**src/rtl/drt_pkg.sv**
```systemverilog
`default_nettype none
// ----------------------------------------------------------------------------
// drt_pkg: shared types and constants of the dirty rectangle tracker
// Table geometry, coordinate widths, register indexes and the rectangle type.
// ----------------------------------------------------------------------------
package drt_pkg;

  localparam int MAX_RECTS = 32;
  localparam int MAX_DIM   = 4096;

  localparam int IDX_W   = $clog2(MAX_RECTS);
  localparam int CNT_W   = $clog2(MAX_RECTS + 1);
  localparam int COORD_W = 13;
  localparam int FIELD_W = 16;

  localparam int IN_DATA_W  = 4 * FIELD_W;
  localparam int RECT_W     = 4 * COORD_W;
  localparam int OUT_DATA_W = ((RECT_W + 7) / 8) * 8;

  localparam logic [COORD_W-1:0] SCREEN_W_RST = COORD_W'(1024);
  localparam logic [COORD_W-1:0] SCREEN_H_RST = COORD_W'(768);

  // configuration register indexes
  localparam logic CFG_SCREEN_WIDTH  = 1'b0;
  localparam logic CFG_SCREEN_HEIGHT = 1'b1;

  // input commands
  localparam logic CMD_MARK    = 1'b0;
  localparam logic CMD_PRESENT = 1'b1;

  typedef struct packed {
    logic [COORD_W-1:0] y1;
    logic [COORD_W-1:0] x1;
    logic [COORD_W-1:0] y0;
    logic [COORD_W-1:0] x0;
  } rect_t;

endpackage : drt_pkg
`default_nettype wire

```
**src/rtl/dirty_rectangle_tracker.sv**
```systemverilog
`default_nettype none
// ----------------------------------------------------------------------------
// dirty_rectangle_tracker: table of screen regions waiting to be redrawn
//
// in_*  : one transaction per command. in_tuser = command (0 mark, 1 present),
//         in_tdata = left, top, span_w, span_h (signed 16 bit each).
// out_* : one transaction per stored rectangle on present, x0/y0 inclusive,
//         x1/y1 exclusive, out_tlast on the final rectangle of the run.
// cfg_* : screen_width (index 0), screen_height (index 1), write-only.
//
// A mark is clipped in the clip state, then one compare/merge unit walks the
// table entry by entry through a RAM with one write port and a registered
// read port: an entry that does not touch is read and compared; a merged
// entry is filled with the last entry, which is read and moved into the hole
// (a hit on the last entry just drops it), and the walk restarts at entry 0
// after every merge. A present reads the rectangles one by one; the output
// register holds a result while out_tready is low and the sequencer waits for
// it, and the next rectangle is read while the last one is held.
// in_tready is high only while the sequencer is idle.
// Reset empties the table (the RAM itself is not cleared) and sets the
// screen to 1024 x 768. An empty present gives no transaction.
// ----------------------------------------------------------------------------
module dirty_rectangle_tracker (
  input  wire                              clk,
  input  wire                              rst_n,
  input  wire                              in_tvalid,
  output logic                             in_tready,
  input  wire  [drt_pkg::IN_DATA_W-1:0]    in_tdata,   // left, top, span_w, span_h
  input  wire  [0:0]                       in_tuser,   // command
  output logic                             out_tvalid,
  input  wire                              out_tready,
  output logic [drt_pkg::OUT_DATA_W-1:0]   out_tdata,  // rect_x0, rect_y0, rect_x1, rect_y1
  output logic                             out_tlast,  // last
  input  wire                              cfg_we,
  input  wire  [0:0]                       cfg_idx,
  input  wire  [drt_pkg::COORD_W-1:0]      cfg_wdata
);
  import drt_pkg::*;

  typedef enum logic [3:0] {
    ST_IDLE, ST_CLIP, ST_SCAN_RD, ST_SCAN_CMP, ST_MOVE_RD, ST_MOVE_WR,
    ST_FINISH, ST_PRES_RD, ST_PRES_LD
  } state_t;

  state_t              state_r, state_nxt;
  logic [CNT_W-1:0]    cnt_r, cnt_nxt;
  logic [CNT_W-1:0]    idx_r, idx_nxt;
  rect_t               nb_r, nb_nxt;
  logic [FIELD_W-1:0]  left_r, top_r, span_w_r, span_h_r;
  logic [COORD_W-1:0]  scr_w_r, scr_h_r;
  rect_t               out_rect_r, out_rect_nxt;
  logic                out_valid_r, out_valid_nxt;
  logic                out_last_r, out_last_nxt;

  // table RAM
  rect_t               mem [MAX_RECTS];
  rect_t               mem_q;
  logic [IDX_W-1:0]    rd_addr;
  logic                mem_we;
  logic [IDX_W-1:0]    mem_waddr;
  rect_t               mem_wdata;

  logic [COORD_W-1:0]  sw_eff, sh_eff;
  logic [CNT_W-1:0]    cnt_m1;
  logic                in_acc;

  // clip
  logic signed [FIELD_W:0] x1_s, y1_s, x1_c, y1_c, x0_c, y0_c, sw_s, sh_s;
  logic                    drop;

  // merge unit
  logic  meet;
  rect_t merged;

  assign in_acc = in_tvalid && in_tready;
  assign cnt_m1 = cnt_r - CNT_W'(1);

  assign sw_eff = (scr_w_r > COORD_W'(MAX_DIM)) ? COORD_W'(MAX_DIM) : scr_w_r;
  assign sh_eff = (scr_h_r > COORD_W'(MAX_DIM)) ? COORD_W'(MAX_DIM) : scr_h_r;

  always_comb begin
    sw_s = signed'({{(FIELD_W + 1 - COORD_W){1'b0}}, sw_eff});
    sh_s = signed'({{(FIELD_W + 1 - COORD_W){1'b0}}, sh_eff});
    x1_s = signed'({left_r[FIELD_W-1], left_r}) + signed'({span_w_r[FIELD_W-1], span_w_r});
    y1_s = signed'({top_r[FIELD_W-1], top_r}) + signed'({span_h_r[FIELD_W-1], span_h_r});
    x1_c = (x1_s > sw_s) ? sw_s : x1_s;
    y1_c = (y1_s > sh_s) ? sh_s : y1_s;
    x0_c = left_r[FIELD_W-1] ? '0 : signed'({1'b0, left_r});
    y0_c = top_r[FIELD_W-1]  ? '0 : signed'({1'b0, top_r});
    drop = span_w_r[FIELD_W-1] || (span_w_r == '0) ||
           span_h_r[FIELD_W-1] || (span_h_r == '0) ||
           (x0_c >= x1_c) || (y0_c >= y1_c);
  end

  // edges count as touching
  always_comb begin
    meet = (nb_r.x0 <= mem_q.x1) && (nb_r.x1 >= mem_q.x0) &&
           (nb_r.y0 <= mem_q.y1) && (nb_r.y1 >= mem_q.y0);
    merged.x0 = (mem_q.x0 < nb_r.x0) ? mem_q.x0 : nb_r.x0;
    merged.y0 = (mem_q.y0 < nb_r.y0) ? mem_q.y0 : nb_r.y0;
    merged.x1 = (mem_q.x1 > nb_r.x1) ? mem_q.x1 : nb_r.x1;
    merged.y1 = (mem_q.y1 > nb_r.y1) ? mem_q.y1 : nb_r.y1;
  end

  assign rd_addr = (state_r == ST_MOVE_RD) ? cnt_m1[IDX_W-1:0] : idx_r[IDX_W-1:0];

  always_comb begin
    state_nxt     = state_r;
    cnt_nxt       = cnt_r;
    idx_nxt       = idx_r;
    nb_nxt        = nb_r;
    out_rect_nxt  = out_rect_r;
    out_last_nxt  = out_last_r;
    out_valid_nxt = out_valid_r && !out_tready;
    mem_we        = 1'b0;
    mem_waddr     = idx_r[IDX_W-1:0];
    mem_wdata     = nb_r;

    case (state_r)
      ST_IDLE: begin
        if (in_acc) begin
          idx_nxt = '0;
          if (in_tuser[0] == CMD_PRESENT) begin
            if (cnt_r != '0) state_nxt = ST_PRES_RD;
          end else begin
            state_nxt = ST_CLIP;
          end
        end
      end
      ST_CLIP: begin
        nb_nxt.x0 = x0_c[COORD_W-1:0];
        nb_nxt.y0 = y0_c[COORD_W-1:0];
        nb_nxt.x1 = x1_c[COORD_W-1:0];
        nb_nxt.y1 = y1_c[COORD_W-1:0];
        state_nxt = drop ? ST_IDLE : ST_SCAN_RD;
      end
      ST_SCAN_RD: begin
        state_nxt = (idx_r == cnt_r) ? ST_FINISH : ST_SCAN_CMP;
      end
      ST_SCAN_CMP: begin
        if (meet) begin
          nb_nxt = merged;
          if (idx_r == cnt_m1) begin
            // hit on the last entry: just drop it
            cnt_nxt   = cnt_m1;
            idx_nxt   = '0;
            state_nxt = ST_SCAN_RD;
          end else begin
            state_nxt = ST_MOVE_RD;
          end
        end else begin
          idx_nxt   = idx_r + CNT_W'(1);
          state_nxt = ST_SCAN_RD;
        end
      end
      ST_MOVE_RD: begin
        state_nxt = ST_MOVE_WR;
      end
      ST_MOVE_WR: begin
        mem_we    = 1'b1;
        mem_wdata = mem_q;
        cnt_nxt   = cnt_m1;
        idx_nxt   = '0;
        state_nxt = ST_SCAN_RD;
      end
      ST_FINISH: begin
        mem_we = 1'b1;
        if (cnt_r == CNT_W'(MAX_RECTS)) begin
          // table full: collapse to the whole screen
          mem_waddr    = '0;
          mem_wdata.x0 = '0;
          mem_wdata.y0 = '0;
          mem_wdata.x1 = sw_eff;
          mem_wdata.y1 = sh_eff;
          cnt_nxt      = CNT_W'(1);
        end else begin
          mem_waddr = cnt_r[IDX_W-1:0];
          cnt_nxt   = cnt_r + CNT_W'(1);
        end
        state_nxt = ST_IDLE;
      end
      ST_PRES_RD: begin
        state_nxt = ST_PRES_LD;
      end
      ST_PRES_LD: begin
        if (!out_valid_r || out_tready) begin
          out_rect_nxt  = mem_q;
          out_last_nxt  = (idx_r == cnt_m1);
          out_valid_nxt = 1'b1;
          if (idx_r == cnt_m1) begin
            cnt_nxt   = '0;
            state_nxt = ST_IDLE;
          end else begin
            idx_nxt   = idx_r + CNT_W'(1);
            state_nxt = ST_PRES_RD;
          end
        end
      end
      default: begin
        state_nxt = ST_IDLE;
      end
    endcase
  end

  always_ff @(posedge clk) begin
    if (!rst_n) begin
      state_r     <= ST_IDLE;
      cnt_r       <= '0;
      idx_r       <= '0;
      out_valid_r <= 1'b0;
      scr_w_r     <= SCREEN_W_RST;
      scr_h_r     <= SCREEN_H_RST;
    end else begin
      state_r     <= state_nxt;
      cnt_r       <= cnt_nxt;
      idx_r       <= idx_nxt;
      out_valid_r <= out_valid_nxt;
      if (cfg_we) begin
        case (cfg_idx)
          CFG_SCREEN_WIDTH:  scr_w_r <= cfg_wdata;
          CFG_SCREEN_HEIGHT: scr_h_r <= cfg_wdata;
          default: ;
        endcase
      end
    end
  end

  always_ff @(posedge clk) begin
    nb_r       <= nb_nxt;
    out_rect_r <= out_rect_nxt;
    out_last_r <= out_last_nxt;
    if (in_acc) begin
      left_r   <= in_tdata[FIELD_W-1:0];
      top_r    <= in_tdata[2*FIELD_W-1:FIELD_W];
      span_w_r <= in_tdata[3*FIELD_W-1:2*FIELD_W];
      span_h_r <= in_tdata[4*FIELD_W-1:3*FIELD_W];
    end
  end

  always_ff @(posedge clk) begin
    if (mem_we) mem[mem_waddr] <= mem_wdata;
    mem_q <= mem[rd_addr];
  end

  assign in_tready  = (state_r == ST_IDLE);
  assign out_tvalid = out_valid_r;
  assign out_tlast  = out_last_r;
  assign out_tdata  = {{(OUT_DATA_W - RECT_W){1'b0}}, out_rect_r};

endmodule : dirty_rectangle_tracker
`default_nettype wire

```
**config.mk**
```make
export PLATFORM = sky130hd
export DESIGN_NAME = dirty_rectangle_tracker
export DESIGN_NICKNAME = d
export VERILOG_FILES = /design/src/rtl/drt_pkg.sv /design/src/rtl/dirty_rectangle_tracker.sv
export SDC_FILE = /design/constraint.sdc
export NUM_CORES = 2
export LEC_CHECK = 0
export ABC_AREA = 1
export BUFFER_PORTS_ARGS = -buffer_cell sky130_fd_sc_hd__buf_2
export CAP_MARGIN = 20
export CELL_PAD_IN_SITES_DETAIL_PLACEMENT = 1
export CELL_PAD_IN_SITES_GLOBAL_PLACEMENT = 2
export CORE_MARGIN = 10
export CORE_UTILIZATION = 40
export DETAILED_ROUTE_END_ITERATION = 6
export PLACE_DENSITY_LB_ADDON = 0.05
export SLEW_MARGIN = 0
export SYNTH_ARGS = -nofsm -noshare
export SYNTH_HDL_FRONTEND = slang
export SYNTH_SLANG_ARGS = --single-unit
```
**constraint.sdc**
```tcl
create_clock -name clk -period 4.2 [get_ports clk]
set_input_delay 0.42 -clock clk [delete_from_list [all_inputs] [get_ports clk]]
set_output_delay 0.42 -clock clk [all_outputs]
set_load 0.01 [all_outputs]
```
; Word-level counts from Yosys, hierarchy flattened
; Memories as Yosys holds them, arrays and structs flattened. A register that Yosys moved wholly into a read port is not among the register bits.
; Index checks and enable logic that the tools add are counted.
[word_totals]
wordCells = 137
ff_bits = 212
input_bits = 84
mem_count = 1
ramBits = 1664
[mem_list]
columns = memory, words, word_bits, read_ports, rd_clocked_by_memory_dff, wr, line
row1 = mem, 32, 52, 1, 1, 1, dirty_rectangle_tracker.sv:56  ; rect_t mem [MAX_RECTS];
[op_classes]
n_addsub = 5
n_bitwise = 1
n_lt_le_gt_ge = 14
n_mux = 43
n_reduce_logical = 31
eq_ne = 23
[op_table]
columns = op, count
row1 = $pmux W52 S2, 2
row2 = $mux W52, 2
row3 = $mux W13, 6
row4 = $mux W6, 9
row5 = $pmux W6 S4, 2
row6 = $add A16 B16 Y17, 2
row7 = $ge A16 B17 Y1, 2
row8 = $gt A17 B14 Y1, 2
row9 = $mux W17, 2
row10 = $logic_not A16 Y1, 2
row11 = $pmux W4 S8, 1
row12 = $mux W15, 2
row13 = $ge A13 B13 Y1, 2
row14 = $gt A13 B13 Y1, 2
row15 = $gt A13 B13 Y1 const B, 2
row16 = $le A13 B13 Y1, 2
row17 = $lt A13 B13 Y1, 2
row18 = $mux W4, 5
row19 = $ne A2 B2 Y1 const B, 9
row20 = $eq A4 B3 Y1 const B, 4
row21 = $mux W5, 3
row22 = $reduce_and A3 Y1, 5
row23 = $add A6 B1 Y6 const B, 2
row24 = $eq A6 B6 Y1, 2
row25 = 22 further kinds, 43

; Depth between registers and ports, before layout
[logic_depth]
word_depth = 9
mapped_depth = 37
depth_no_buf = 37

; Least setup slack after synthesis
; No wires, ideal clock.
[synth_timing]
kind = register to register
from = register top_r[0]
to = register state_r[1]
period_less_slack_ns = 4.619
slack_ns = -0.419
path_stages_with_launch = 36
arrival_ns = 4.555
cell_sequence = edfxtp_1 -> ha_1 -> fa_1 -> nand3_1 -> nand3_1 -> a21oi_1 -> inv_1 -> nand3_1 -> o21bai_1 -> nand2_1 -> nand2_1 -> xor2_1 -> inv_1 -> ha_1 -> inv_1 -> nor3_1 -> a211oi_1 -> nand4_1 -> ha_1 -> clkbuf_1 -> nand3_1 -> nand2_1 -> ha_1 -> a21oi_1 -> nor2_1 -> a211oi_1 -> nand2_1 -> nand2_1 -> nand2_1 -> nand2_1 -> nand2_1 -> a21oi_1 -> nand2_1 -> nand2_1 -> nand2_1 -> nor2_1
[synth_between]
elab_chain_len = 7
[synth_rtl]
columns = item, line
row1 = from (decl), dirty_rectangle_tracker.sv:49  ; logic [FIELD_W-1:0] left_r, top_r, span_w_r, span_h_r;
row2 = from (signal assigned), dirty_rectangle_tracker.sv:234  ; top_r <= in_tdata[2*FIELD_W-1:FIELD_W];
row3 = $add A16 B16 Y17, dirty_rectangle_tracker.sv:85  ; y1_s = signed'({top_r[FIELD_W-1], top_r}) + signed'({span_h_r[FIELD_W-1], span_h_r});
row4 = $gt A17 B14 Y1, dirty_rectangle_tracker.sv:87  ; y1_c = (y1_s > sh_s) ? sh_s : y1_s;
row5 = $mux W17, dirty_rectangle_tracker.sv:87
row6 = $ge A16 B17 Y1 (*), dirty_rectangle_tracker.sv:92  ; (x0_c >= x1_c) || (y0_c >= y1_c);
row7 = $logic_or A1 B1 Y1 (*), dirty_rectangle_tracker.sv:92
row8 = $mux W2 (*), dirty_rectangle_tracker.sv:135  ; state_nxt = drop ? ST_IDLE : ST_SCAN_RD;
row9 = $pmux W4 S8 (*), dirty_rectangle_tracker.sv:119  ; case (state_r)
row10 = to (signal assigned), dirty_rectangle_tracker.sv:214  ; state_r <= state_nxt;
row11 = to (decl), dirty_rectangle_tracker.sv:45  ; state_t state_r, state_nxt;
; Mark *: on every way between the ends. The rest lies on a longest branch, timed or not.
; A chain may end at the register's enable or synchronous reset.

; Final worst setup path
[layout_timing]
from = register span_h_r[0]
to = register state_r[1]
[layout_between]
elab_chain_len = 7
[layout_rtl]
columns = item, line
row1 = from (decl), dirty_rectangle_tracker.sv:49
row2 = from (signal assigned), dirty_rectangle_tracker.sv:236  ; span_h_r <= in_tdata[4*FIELD_W-1:3*FIELD_W];
row3 = $add A16 B16 Y17, dirty_rectangle_tracker.sv:85
row4 = $gt A17 B14 Y1, dirty_rectangle_tracker.sv:87
row5 = $mux W17, dirty_rectangle_tracker.sv:87
row6 = $ge A16 B17 Y1, dirty_rectangle_tracker.sv:92
row7 = $logic_or A1 B1 Y1 (*), dirty_rectangle_tracker.sv:92
row8 = $mux W2 (*), dirty_rectangle_tracker.sv:135
row9 = $pmux W4 S8 (*), dirty_rectangle_tracker.sv:119
; Marks and branches as above.

==> flow_summary.yaml <==
place:
  gp_congestion: 0.846
  io_buffers: 138
  dpl.cell_count: 9407
  dp_worst_setup_slack_ns: -1.02
  dp_hpwl_mm: 170
power:
  seqPwrFrac_pct: 32.2
  ir_drop_v: 0.000514
  pwr-share-comb_pct: 45.1
  p_int_mw: 46.3
  swShare_pct: 41.4
  powerDensity_nw_per_um2: 814
  p_leak_nw: 33.8
  p_switching_mw: 32.7
  power_frac_clock_pct: 22.7
critical_path:
  slowest_delay_ns: 0.41
  startpoint: "span_h_r[0]"
  reg2regPathDepth: 32
  crit_slowest_cell: "edfxtp_1"
  arrival_ns: 5.59
  endpoint_kind: "flip-flop"
  crit_top_cell: "nand2_1"
  r2r-start: "span_h_r[0]"
  crit_end: "state_r[1]"
  crit_fanout: 7
  crit_required_ns: 4.95
  r2r_end: "state_r[1]"
  cp-start-kind: "flip-flop"
  critical_path_class: "reg -> reg"
  r2r_slack_ns: -0.64
clocking:
  insertion_delay_ns: 0.87
  clk_path_buf_depth: 3
  tritoncts: "built"
  clk_pin_slew_ns: 0.07
  h-tree-depth: 4
  cts-root-buf: "clkbuf_16"
  clock_sinks: 1928
  cts_inserted_buffers: 208
cells_and_area:
  stdcell_count: 9898
  layout-drive-gt1-share_pct: 16.8
  synthToLayoutAreaGrowth_pct: 20.2
  nets: 7335
  post-route-util_pct: 48.4
sta:
  max_freq_mhz: 207
  period_share_pct: 115
  hold_viol: 0
  final-setup-viol-count: 1
  relSlewSlack_pct: 24.8
  finalWorstSetupSlack_ns: -0.638
  finalClockSkew_ns: 0.0373
  slew_viol_final: 0
  tightest_slew_ns: 1.13
  fin_crit_ns: 4.84
  rsz0062_at_grt: "yes"
global_routing:
  grt_overflow_total: 0
  antenna_found_initial: 15
  grt_pass1_vias: 58016
  grt_use_total_pct: 25.3
  grt_pass1_wl_mm: 411
  grt_max_degree: 88
die:
  die_h_um: 469
  boundaryPins: 143
  initial_core_util_pct: 40.3
  rows: 164
  dieArea_um2: 220000
  die_w_um: 469
  core_um2: 200000
run:
  cap_violations: 0
routing:
  drcViolationCount: 0
  first_pass_iters: 7
  num_vias: 56728
  drt_iter0_markers: 5176
  ant_nets: 0
  wl_per_cell_um: 28.6
  viasPerCell: 5.73
  wl_mm: 283
yosys:
  syn_inst: 6448
  synth.distinct_cells: 54
  synthFlopType: "edfxtp_1"
  async_flop_share_pct: 0
  ys.warnings.count: 0
  synth.avg_cell_area_um2: 12.5
  synth.largest_area_cell: "edfxtp_1"
  synth_edf_count: 1833
  synth.top_cell.area_share_pct: 68.2
  ys_ff_latch: 1928
  synthTopCellsByArea: "edfxtp_1 68%, o21ai_0 5.9%, nor2_1 5.1%"
  ys_seq_area_share_pct: 70.6
  syn-cell-area_um2: 80700
status:
  failed_checks: "negative setup slack"
  outcome: "complete, but fails checks"
worst_hold_path:
  worstHoldPathType: "in -> reg"
==> worst max-delay path, delay by kind of cell (launching register included) <==
family                   cells  cell delay [ns]
AND/OR/NAND/NOR             18             1.96
flip-flops                   1             0.41
XOR/XNOR                     1             0.22
buffers and inverters        6             0.58
AO/OA/AOI/OAI                3             0.39
adder cells (fa/ha/maj)      4             1.14
==> placed cells by master, fill, tap and decap left out, types with 37 or more instances in the layout <==
cell / Yosys / final
o221ai_1: 333 / 309
clkbuf_16: 0 / 212
nand3_1: 224 / 212
buf_2: 119 / 138
o21ai_1: 74 / 74
clkbuf_1: 223 / 70
nand2_1: 413 / 389
nor2_1: 1093 / 1057
dfxtp_1: 95 / 95
o21ai_0: 948 / 941
a31oi_1: 56 / 55
a21oi_1: 121 / 111
buf_12: 0 / 95
edfxtp_1: 1833 / 1833
inv_1: 284 / 275
o22ai_1: 139 / 115
buf_4: 21 / 478
nor2_4: 3 / 37
ha_1: 195 / 180
o211ai_1: 46 / 46
dlygate4sd3_1: 0 / 80
==> power groups by stage <==
stage	combinational [mW]	clock, mW	sequential [mW]
global route	39.3	19.0	25.5
floorplan	19.4	0	25.3
CTS	35.4	18.3	25.4
detailed placement	34.7	0	25.8
finish	35.6	18.0	25.4
global placement	34.1	0	25.8
==> registers in the layout, summed over array words and instances (netlist names) <==
signal      cells
scr_h_r        13
nb_r           52
mem_q          52
out_tlast       1
top_r          16
left_r         16
state_r         4
out_tvalid      1
mem          1664
out_tdata      52
span_h_r       16
scr_w_r        13
span_w_r       16
cnt_r           6
idx_r           6
==> cells in the mapped netlist (all sizes together) (3+ instances only) <==
master / instances
a211oi: 7
a21boi: 3
a21o: 8
a21oi: 121
a22oi: 3
a31oi: 56
and2: 3
buf: 160
clkbuf: 240
dfxtp: 95
edfxtp: 1833
ha: 195
inv: 292
nand2: 418
nand3: 225
nand3b: 3
nand4: 32
nor2: 1097
nor3: 21
nor4: 15
o211ai: 46
o21ai: 1037
o21bai: 4
o221ai: 333
o22ai: 139
o31ai: 3
xnor2: 6
xor2: 37
==> worst min-delay path by stage <==
stage | endpoint | cells after the start | start
5_1_grt | scr_h_r[9] | 2 | rst_n
6_report | scr_h_r[9] | 2 | rst_n
3_5_place_dp | out_tdata[1] | 0 | mem_q[1]
2_1_floorplan | out_tdata[10] | 0 | mem_q[10]
4_1_cts | scr_w_r[6] | 4 | cfg_idx
3_3_place_gp | out_tdata[1] | 0 | mem_q[1]
==> logic make-up after synthesis <==
logic type | share of synthesized area [%]
flops | 70.6
simple gates | 9.11
compound gates | 13.1
buf+inv | 3.63
fa+ha+maj | 3.07
xor+xnor | 0.467
other cells | 0.00465
==> through the flow <==
step | hold WS, ns | TNS (ns) | power (mW) | instance area [µm²]
CTS | 0.0408 | -0.690 | 79.0 | 96800
global route | 0.111 | -1.07 | 83.8 | 97000
detailed placement | 0.506 | -1.08 | 60.5 | 89100
floorplan | 0.434 | -9.30 | 44.7 | 80800
global placement | 0.510 | -0.986 | 59.9 | 89000
finish | 0.0933 | -0.638 | 79.0 | 97000
==> routing by layer <==
metal | global-route usage, % | part of all wire (%) | vias to the layer above
li1 | - | - | 25273
met1 | 35.9 | 45 | 29546
met2 | 41.5 | 47 | 1552
met3 | 3.17 | 5.5 | 355
met4 | 6.10 | 2.2 | 2
met5 | 0 | 0.0039 | -
==> what timing repair did <==
action	CTS	global route
cloned	0	0
setup endpoints to repair	5	16
pin swaps	25	24
gates resized for setup	54	37
endpoints found under the hold margin	91	0
setup buffers	5	10
hold buffers	80	0
==> area by class of cell <==
| cell class | count | area (µm²) |
|---|---|---|
| diodes | 6 | 15.0 |
| clock buffers | 300 | 5820 |
| clock inverters | 92 | 778 |
| fillers | 20450 | 103000 |
| inverters | 292 | 1120 |
| multi-input cells | 3831 | 22000 |
| flip-flops and latches | 1928 | 56900 |
| well taps | 2656 | 3320 |
| repair buffers | 793 | 7010 |
Power figures use the tool's default switching activity.
